$ cat src/hdl/spc_pkg.sv
// Shared constants and types for the stream pattern censor.
// No dependencies.
package spc_pkg;

	localparam int MAX_PATTERN = 8;
	localparam int BYTE_W      = 8;
	localparam int CNT_W       = $clog2(MAX_PATTERN + 1);
	localparam int LEN_W       = 4;
	localparam int PAT_W       = MAX_PATTERN * BYTE_W;
	localparam int CFG_W       = 64;
	localparam int CFG_ADDR_W  = 1;

	localparam logic [BYTE_W-1:0] MASK_BYTE = 8'd42;

	typedef enum logic [CFG_ADDR_W-1:0] {
		CFG_PATTERN_LEN   = 1'b0,
		CFG_PATTERN_BYTES = 1'b1
	} cfg_addr_t;

	typedef logic [BYTE_W-1:0] byte_t;

	// Words produced by one input word; entry 0 goes out first.
	typedef struct packed {
		byte_t [MAX_PATTERN-1:0] bytes;
		logic  [CNT_W-1:0]       cnt;
		logic                    last;
	} burst_t;

endpackage

$ cat src/hdl/spc_window.sv
// Config registers, sliding window and match logic of the pattern censor.
// Depends on spc_pkg.
module spc_window (
	input  logic                         clk,
	input  logic                         arst_n,
	input  logic                         cfg_we,
	input  logic [spc_pkg::CFG_ADDR_W-1:0] cfg_addr,
	input  logic [spc_pkg::CFG_W-1:0]    cfg_wdata,
	input  logic                         in_take,
	input  spc_pkg::byte_t               in_byte,
	input  logic                         in_last,
	output spc_pkg::burst_t              burst
);
	import spc_pkg::*;

	logic [LEN_W-1:0]        len_q;
	logic [PAT_W-1:0]        pat_q;
	logic [CNT_W-1:0]        fill_q;
	byte_t [MAX_PATTERN-1:0] win_q;

	logic [CNT_W-1:0]        eff_len;
	logic [CNT_W-1:0]        f0;
	logic [CNT_W-1:0]        f1;
	logic [CNT_W-1:0]        fill_n;
	byte_t [MAX_PATTERN-1:0] win_w;
	byte_t [MAX_PATTERN-1:0] win_s;
	logic [MAX_PATTERN-1:0]  hit;
	logic                    full;
	logic                    match;
	logic                    masked;
	logic                    len_wr;

	// 0 acts as 1, anything above the window depth acts as the depth
	always_comb begin
		if (len_q == '0) begin
			eff_len = CNT_W'(1);
		end else if (len_q > LEN_W'(MAX_PATTERN)) begin
			eff_len = CNT_W'(MAX_PATTERN);
		end else begin
			eff_len = CNT_W'(len_q);
		end
	end

	assign f0 = (fill_q >= eff_len) ? '0 : fill_q;
	assign f1 = f0 + CNT_W'(1);

	always_comb begin
		for (int i = 0; i < MAX_PATTERN; i++) begin
			win_w[i] = (CNT_W'(i) == f0) ? in_byte : win_q[i];
			hit[i]   = (win_w[i] == pat_q[i*BYTE_W +: BYTE_W]) || (CNT_W'(i) >= eff_len);
		end
		for (int i = 0; i < MAX_PATTERN - 1; i++) begin
			win_s[i] = win_w[i+1];
		end
		win_s[MAX_PATTERN-1] = win_w[MAX_PATTERN-1];
	end

	assign match  = &hit;
	assign full   = (f1 == eff_len);
	assign masked = full && match;

	always_comb begin
		for (int i = 0; i < MAX_PATTERN; i++) begin
			burst.bytes[i] = masked ? MASK_BYTE : win_w[i];
		end
		// last flushes everything held: f1 words, masked or not
		if (in_last) begin
			burst.cnt = f1;
		end else if (full) begin
			burst.cnt = match ? eff_len : CNT_W'(1);
		end else begin
			burst.cnt = '0;
		end
		burst.last = in_last;
	end

	always_comb begin
		if (in_last || masked) begin
			fill_n = '0;
		end else if (full) begin
			fill_n = eff_len - CNT_W'(1);
		end else begin
			fill_n = f1;
		end
	end

	// a length write empties the window; a pattern write leaves it alone
	assign len_wr = cfg_we && (cfg_addr == CFG_PATTERN_LEN);

	always_ff @(posedge clk or negedge arst_n) begin
		if (!arst_n) begin
			len_q  <= LEN_W'(1);
			pat_q  <= '0;
			fill_q <= '0;
		end else begin
			if (cfg_we) begin
				unique case (cfg_addr)
					CFG_PATTERN_LEN: begin
						len_q <= cfg_wdata[LEN_W-1:0];
					end
					CFG_PATTERN_BYTES: begin
						pat_q <= cfg_wdata[PAT_W-1:0];
					end
					default: begin
					end
				endcase
			end
			if (len_wr) begin
				fill_q <= '0;
			end else if (in_take) begin
				fill_q <= fill_n;
			end
		end
	end

	// window contents only read below fill_q
	always_ff @(posedge clk) begin
		if (in_take) begin
			win_q <= full ? win_s : win_w;
		end
	end

endmodule

$ cat src/hdl/stream_pattern_censor_top.sv
// Top level of the stream pattern censor: input handshake, burst staging, output shifter.
// Depends on spc_pkg and spc_window.
//
//   channel   dir  handshake          payload
//   s_*       in   s_tvalid/s_tready  s_tdata[7:0] in_byte, s_tlast in_last
//   m_*       out  m_tvalid/m_tready  m_tdata[7:0] out_byte, m_tlast out_last
//   cfg_*     in   cfg_we             cfg_addr index, cfg_wdata value
//
// One input word per cycle when each word yields at most one output word and m_tready stays high.
// A match emits pattern_len asterisks and a last word flushes the window,
// so those hold the input back while their words drain from the output shifter.
// Input reaches the output through the burst stage and then the output shifter.
// arst_n resets config (length 1, pattern zero), window fill and both valid flags; no clearing pass.
// Output stalls back up through the output shifter and then the burst stage.
module stream_pattern_censor_top (
	input  logic                           clk,
	input  logic                           arst_n,
	// input stream
	input  logic                           s_tvalid,
	output logic                           s_tready,
	input  logic [7:0]                     s_tdata,   // [7:0] in_byte
	input  logic                           s_tlast,   // in_last
	// output stream
	output logic                           m_tvalid,
	input  logic                           m_tready,
	output logic [7:0]                     m_tdata,   // [7:0] out_byte
	output logic                           m_tlast,   // out_last
	// config write port
	input  logic                           cfg_we,
	input  logic [spc_pkg::CFG_ADDR_W-1:0] cfg_addr,
	input  logic [spc_pkg::CFG_W-1:0]      cfg_wdata
);
	import spc_pkg::*;

	logic   in_take;
	burst_t burst;

	// stage 1: burst produced by the last accepted word
	logic   p_valid_s1;
	burst_t p_burst_s1;
	logic   p_move;

	// stage 2: output shifter, entry 0 on the port
	byte_t [MAX_PATTERN-1:0] b_bytes_s2;
	logic  [CNT_W-1:0]       b_cnt_s2;
	logic                    b_last_s2;
	logic                    b_take;
	logic                    b_free;

	spc_window u_window (
		.clk       (clk),
		.arst_n    (arst_n),
		.cfg_we    (cfg_we),
		.cfg_addr  (cfg_addr),
		.cfg_wdata (cfg_wdata),
		.in_take   (in_take),
		.in_byte   (s_tdata),
		.in_last   (s_tlast),
		.burst     (burst)
	);

	// shifter can take a new burst once its final word leaves
	assign b_take   = m_tvalid && m_tready;
	assign b_free   = (b_cnt_s2 == '0) || ((b_cnt_s2 == CNT_W'(1)) && m_tready);
	assign p_move   = p_valid_s1 && b_free;

	assign s_tready = !p_valid_s1 || p_move;
	assign in_take  = s_tvalid && s_tready;

	assign m_tvalid = (b_cnt_s2 != '0);
	assign m_tdata  = b_bytes_s2[0];
	assign m_tlast  = b_last_s2 && (b_cnt_s2 == CNT_W'(1));

	always_ff @(posedge clk or negedge arst_n) begin
		if (!arst_n) begin
			p_valid_s1 <= 1'b0;
			b_cnt_s2   <= '0;
		end else begin
			// words that produce nothing never occupy the stage
			if (in_take) begin
				p_valid_s1 <= (burst.cnt != '0);
			end else if (p_move) begin
				p_valid_s1 <= 1'b0;
			end
			if (p_move) begin
				b_cnt_s2 <= p_burst_s1.cnt;
			end else if (b_take) begin
				b_cnt_s2 <= b_cnt_s2 - CNT_W'(1);
			end
		end
	end

	always_ff @(posedge clk) begin
		if (in_take) begin
			p_burst_s1 <= burst;
		end
		if (p_move) begin
			b_bytes_s2 <= p_burst_s1.bytes;
			b_last_s2  <= p_burst_s1.last;
		end else if (b_take) begin
			for (int i = 0; i < MAX_PATTERN - 1; i++) begin
				b_bytes_s2[i] <= b_bytes_s2[i+1];
			end
		end
	end

endmodule

$ cat config.mk
export PLATFORM = sky130hd
export DESIGN_NAME = stream_pattern_censor_top
export DESIGN_NICKNAME = d
export VERILOG_FILES = /design/src/hdl/spc_pkg.sv /design/src/hdl/spc_window.sv /design/src/hdl/stream_pattern_censor_top.sv
export SDC_FILE = /design/constraint.sdc
export NUM_CORES = 1
export LEC_CHECK = 0
export BUFFER_PORTS_ARGS = -buffer_cell sky130_fd_sc_hd__buf_2
export CORE_ASPECT_RATIO = 0.8
export CORE_MARGIN = 3
export CORE_UTILIZATION = 40
export DETAILED_ROUTE_END_ITERATION = 16
export PLACE_DENSITY_LB_ADDON = 0.3
export SYNTH_ARGS = -nofsm -noshare
export SYNTH_HDL_FRONTEND = slang
export SYNTH_HIERARCHICAL = 1
export SYNTH_SLANG_ARGS = --single-unit
$ cat constraint.sdc
create_clock -name clk -period 7.26 [get_ports clk]
set_clock_uncertainty 0.1 [all_clocks]
set_input_delay 0.726 -clock clk [delete_from_list [all_inputs] [get_ports clk]]
set_output_delay 0.726 -clock clk [all_outputs]
set_load 0.05 [all_outputs]
Word level (Yosys, flattened, before mapping) --
Index checks and enable logic that the tools add are counted.
Word-level totals: flip-flop bits (word level) 275, latch bits 0, RAM bits 0, memory bits (read-only) 0, input bits 79, logic and storage cells 118, memories 0
Operators by class: add/sub/neg operators 3, multipliers 0, divide/modulo/power cells 0, $lt $le $gt $ge 10, equal/unequal tests 17, shift operators 0, muxes and demuxes 25, bitwise logic cells 1, reduce and logical (&&, ||, !) cells 30
Operators with widths (number):
- two-way mux 56 bit | 3
- equality test 8 bit | 8
- two-way mux 8 bit | 8
- two-way mux 4 bit | 12
- equality test 3 x 4 -> 1 bit, first input constant | 4
- >= comparator 3 x 4 -> 1 bit, first input constant | 4
- zero test 4 bit | 3
- logical OR 1 bit | 11
- equality test 2 x 4 -> 1 bit, first input constant | 2
- >= comparator 1 x 4 -> 1 bit, first input constant | 2
- >= comparator 2 x 4 -> 1 bit, first input constant | 2
- AND reduction 8 bit | 1
- nonzero test 4 bit | 2
- subtractor 4 x 1 -> 4 bit, second input constant | 2
- logical AND 1 bit | 7
- nonzero test 2 bit | 3
- adder 4 x 1 -> 4 bit, second input constant | 1
- equality test 1 x 4 -> 1 bit, first input constant | 1
- equality test 4 x 1 -> 1 bit, second input constant | 1
- equality test 4 bit | 1
- >= comparator 4 bit | 1
- > comparator 4 bit, second input constant | 1
- AND reduction 2 bit | 2
- two-way mux 1 bit | 2
- 2 further kinds | 2

Longest topological paths before layout --
depth after elaboration 15, mapped depth 21

Cells and area by module --
The synthesis kept the hierarchy.
Modules (own cells, without submodules):
- spc_window | times used 1, cells each 785, area an instance 8588.2 um^2, sequential area each 3724.8 um^2
- stream_pattern_censor_top | times used 1, cells each 362, area an instance 5123.7 um^2, sequential area each 4149.0 um^2

Least setup slack after synthesis --
OpenSTA, ideal clock, no wires.
kind input port to flip-flop, start point input m_tready, end point register u_window.fill_q[0], arrival 5367 ps, required time 7040 ps, slack 1673 ps, stages 7, cells stage by stage a21o_1 -> nand2_1 -> nand2_1 -> and2_1 -> nor2_1 -> a22o_1 -> a41o_1
On the way: longest elaborated chain between the ends 6
RTL lines:
- start: declaration | line stream_pattern_censor_top.sv:25 | input logic m_tready,
- logical AND 1 bit | line stream_pattern_censor_top.sv:64 | assign b_free = (b_cnt_s2 == '0) || ((b_cnt_s2 == CNT_W'(1)) && m_tready);
- logical OR 1 bit | line stream_pattern_censor_top.sv:64
- logical AND 1 bit | line stream_pattern_censor_top.sv:65 | assign p_move = p_valid_s1 && b_free;
- logical OR 1 bit | line stream_pattern_censor_top.sv:67 | assign s_tready = !p_valid_s1 || p_move;
- via s_tready | line stream_pattern_censor_top.sv:20 | output logic s_tready,
- logical AND 1 bit | line stream_pattern_censor_top.sv:68 | assign in_take = s_tvalid && s_tready;
- via in_take | line stream_pattern_censor_top.sv:35 | logic in_take;
- nonzero test 2 bit (no line)
- end signal: assignment | line spc_window.sv:111 | fill_q <= fill_n;
- end: declaration | line spc_window.sv:18 | logic [CNT_W-1:0] fill_q;
The timed path passes the listed nets, and every way through them passes these cells. A chain may end at the register's enable or synchronous reset.

==> impl_metrics.env <==
export IMPL_outcome="finished clean"
export IMPL_hold_start="cfg_wdata[43]"
export IMPL_core_area_mm2=0.0331
export IMPL_hold_slack_ns=0.306
export IMPL_fmax_mhz=158
export IMPL_synthesis_nets=1242
export IMPL_vias_per_cell=5.53
export IMPL_numCtsBuffers=28
export IMPL_clkSinkCount=275
export IMPL_clk_pin_slew_ns=0.06
export IMPL_design_area_mm2=0.0153
export IMPL_synth_edf_count=198
export IMPL_cp_max_fo=35
export IMPL_rows=59
export IMPL_routed_wirelength_mm=33.9
export IMPL_worst_slew_pin_slew_ns=1.15
export IMPL_clockPowerShare_pct=26.9
export IMPL_setup_violations=0
export IMPL_dpl_hpwl_mm=23.0
export IMPL_ant_nets=0
export IMPL_dr_pass1_iters=6
export IMPL_leakage_nw=6.05
export IMPL_vias=9153
export IMPL_area_delta_synth_final_pct=11.3
export IMPL_yosysSeqAreaShare_pct=57.4
export IMPL_grt_max_degree=77
export IMPL_slew_headroom_pct=23.6
export IMPL_hold_path_depth=2
export IMPL_layout_min_cycle_time_ns=6.32
export IMPL_synth_flop_cell="edfxtp_1"
export IMPL_seqPwrFrac_pct=46.9
export IMPL_total_power_mw=4.92
export IMPL_r2r_start="u_window/len_q[3]"
export IMPL_grt_setup_unrepaired="no"
export IMPL_p_int_mw=3.32
export IMPL_syn_area_mm2=0.0137
export IMPL_finalHoldViolCount=0
export IMPL_r2r_end="p_valid_s1"
export IMPL_final_cells=1654
export IMPL_finalSetupTns_ns=0
export IMPL_cp_end_kind="flop"
export IMPL_yosys_top_cells_area="edfxtp_1 (43%), dfrtp_1 (14%), nand2_1 (7.5%), mux2_2 (5.6%), mux2i_1 (5.0%)"
export IMPL_fillers=3011
export IMPL_worstSetupStartpointType="flop"
export IMPL_cts_tree="yes"
export IMPL_post_cts_buffers=0
export IMPL_finalWorstSetupSlack_ns=0.944
export IMPL_syn_area_per_cell_um2=12.0
export IMPL_worstRegToRegCells=20
export IMPL_min_to="u_window/pat_q[43]"
export IMPL_wire_per_inst_um=20.5
export IMPL_chipHeight_um=172
export IMPL_slew_violations=0
export IMPL_place_inst=1601
export IMPL_critPathKind="flop to flop"
export IMPL_synth_distinct_cells=67
export IMPL_swShare_pct=32.5
export IMPL_synth_top_area_share_pct=43.4
export IMPL_clock_path_buffers=3
export IMPL_grt_pass1_vias=8729
export IMPL_arrival_ns=6.70
export IMPL_gp_congestion=0.921
export IMPL_synth_seq_cells=275
export IMPL_synth_cells=1147
export IMPL_antenna_cells=0
export IMPL_yosysTopAreaCell="edfxtp_1"
export IMPL_numPortBuffers=89
export IMPL_reg2reg_slack_ns=0.94
export IMPL_post_dp_cell_area_mm2=0.0144
export IMPL_die_w_um=213
export IMPL_grt_first_pass_wirelength_mm=51.8
export IMPL_crit_required_ns=7.64
export IMPL_initial_core_util_pct=41.4
export IMPL_powerDensity_mw_per_mm2=322
export IMPL_fin_crit_sh_pct=87.0
export IMPL_async_flop_share_pct=28.0
export IMPL_clk_latency_ns=0.55
export IMPL_drc=0
export IMPL_ctsHtreeMaxLevel=1
export IMPL_drt_iter0_drc=933
export IMPL_dieArea_mm2=0.0366
export IMPL_overflow=0
export IMPL_vdd_drop_max_mv=0.232
export IMPL_post_route_util_pct=46.0
export IMPL_power_switching_mw=1.60
export IMPL_combPwrFrac_pct=26.2
export IMPL_drive_above_1_share_pct=20.0
export IMPL_drv_cap=0
export IMPL_antenna_found_initial=0
export IMPL_hold_path_class="input port to flop"
export IMPL_nets=1300
export IMPL_cts_root_buffer="clkbuf_16"
export IMPL_synth_warnings=6
export IMPL_pre_cts_ws_ns=1.11
export IMPL_track_usage_pct=18.2
export IMPL_ios=90
## layout make-up
class	count	area, µm²	area share [%]
Multi-Input combinational cell	770	5360	35.1
Sequential cell	275	7870	51.6
Timing Repair Buffer	103	556	3.64
Clock buffer	37	756	4.95
Tap cell	427	534	3.50
Inverter	27	101	0.664
Clock inverter	15	75.1	0.492
## synthesized netlist by cell type, types with 3 or more instances
master	count
a21oi_1	8
a22o_1	3
a22oi_1	20
a311oi_1	4
a311oi_2	16
and2_1	7
and3_1	5
buf_1	4
buf_2	17
buf_4	11
buf_6	5
clkbuf_1	38
dfrtp_1	76
edfxtp_1	198
ha_1	16
inv_1	26
mux2_2	68
mux2i_1	69
nand2_1	274
nand3_1	5
nand4_1	9
nor2_1	51
nor2b_1	23
nor3_1	8
nor4_1	7
o2111a_1	20
o2111ai_1	8
o211a_1	8
o211ai_1	3
o21ai_0	6
o21ai_1	3
o31ai_1	4
xnor2_1	67
xor2_1	15
## logic make-up (layout without fill, tap and decap cells)
group                      after synthesis  count (layout)  synth area share [%]
AOI/OAI and AO/OA                      129             129                  8.84
xor gates and xnor gates                82              82                  5.24
adders and majority gates               16              16                  1.46
buffers and inverters                  102             182                  3.52
DFF                                    275             275                  57.4
muxes                                  138             138                  10.7
and+or+nand+nor                        405             405                  12.8
## registers in the layout, indices dropped and copies added, names as in the netlist
signal,count
u_window/win_q,64
u_window/pat_q,64
u_window/fill_q,4
b_bytes_s2,56
b_last_s2,1
p_burst_s1,69
b_cnt_s2,4
p_valid_s1,1
m_tdata,8
u_window/len_q,4
## power by group through the flow
| stage | Clock [mW] | Sequential (mW) | Combinational (mW) |
|---|---|---|---|
| 2_1_floorplan | 0 | 2.29 | 0.969 |
| 6_report | 1.32 | 2.31 | 1.29 |
| 3_5_place_dp | 0 | 2.33 | 1.28 |
| 4_1_cts | 1.36 | 2.30 | 1.29 |
| 5_1_grt | 1.42 | 2.33 | 1.41 |
| 3_3_place_gp | 0 | 2.33 | 1.26 |
## placed cells by master (no fill, tap or decap), drive strengths merged, types with 3 or more instances in the layout
master and n:
mux2 69, o21ai 9, nand2 275, a22oi 20, a22o 3, mux2i 69
and3 5, nor3 8, buf 102, a311oi 20, nand3 7, o2111ai 9
nor3b 4, o2111a 20, edfxtp 198, dfrtp 76, o211ai 5, nor4 9
xor2 15, nor2 52, nand4 9, xnor2 67, ha 16, clkbuf 37
clkinv 14, inv 27, nor2b 23, o211a 10, and2 7, a21oi 9
o31ai 4
## worst max-delay path: stages (launching register included)
cell      delay (ns)
dfrtp_1         0.44
inv_1           0.20
nand2_1         0.19
ha_1            0.33
o211ai_2        0.14
buf_4           0.40
o21a_1          0.24
nand2_1         0.17
inv_1           0.14
ha_1            0.54
and3b_1         0.26
o211a_1         0.39
mux2i_1         0.46
xnor2_1         0.14
and2_1          0.18
a311o_1         0.29
nor4b_1         0.43
nand3_2         0.51
o31ai_1         0.49
o41ai_1         0.12
nand2_1         0.07
## worst max path at each step
stage,from,to,depth (start not counted)
2_1_floorplan,m_tready,u_window/fill_q[0],7
3_3_place_gp,u_window/len_q[3],p_valid_s1,20
3_5_place_dp,u_window/len_q[3],p_valid_s1,20
4_1_cts,u_window/len_q[3],p_valid_s1,20
5_1_grt,u_window/len_q[3],p_valid_s1,20
6_report,u_window/len_q[3],p_valid_s1,20
## routing by layer
metal | routed length [µm] | up-vias | global-route usage [%]
met5 | 0 | - | 0
li1 | - | 4230 | -
met2 | 14200 | 387 | 26.1
met1 | 16300 | 4483 | 28.9
met4 | 692 | 0 | 3.61
met3 | 2740 | 53 | 3.26
## what timing repair did
item	in CTS	in global routing
gates resized for setup	0	0
endpoints found under the hold margin	19	0
hold buffers	1	0
(Power assumes the default switching activity.)
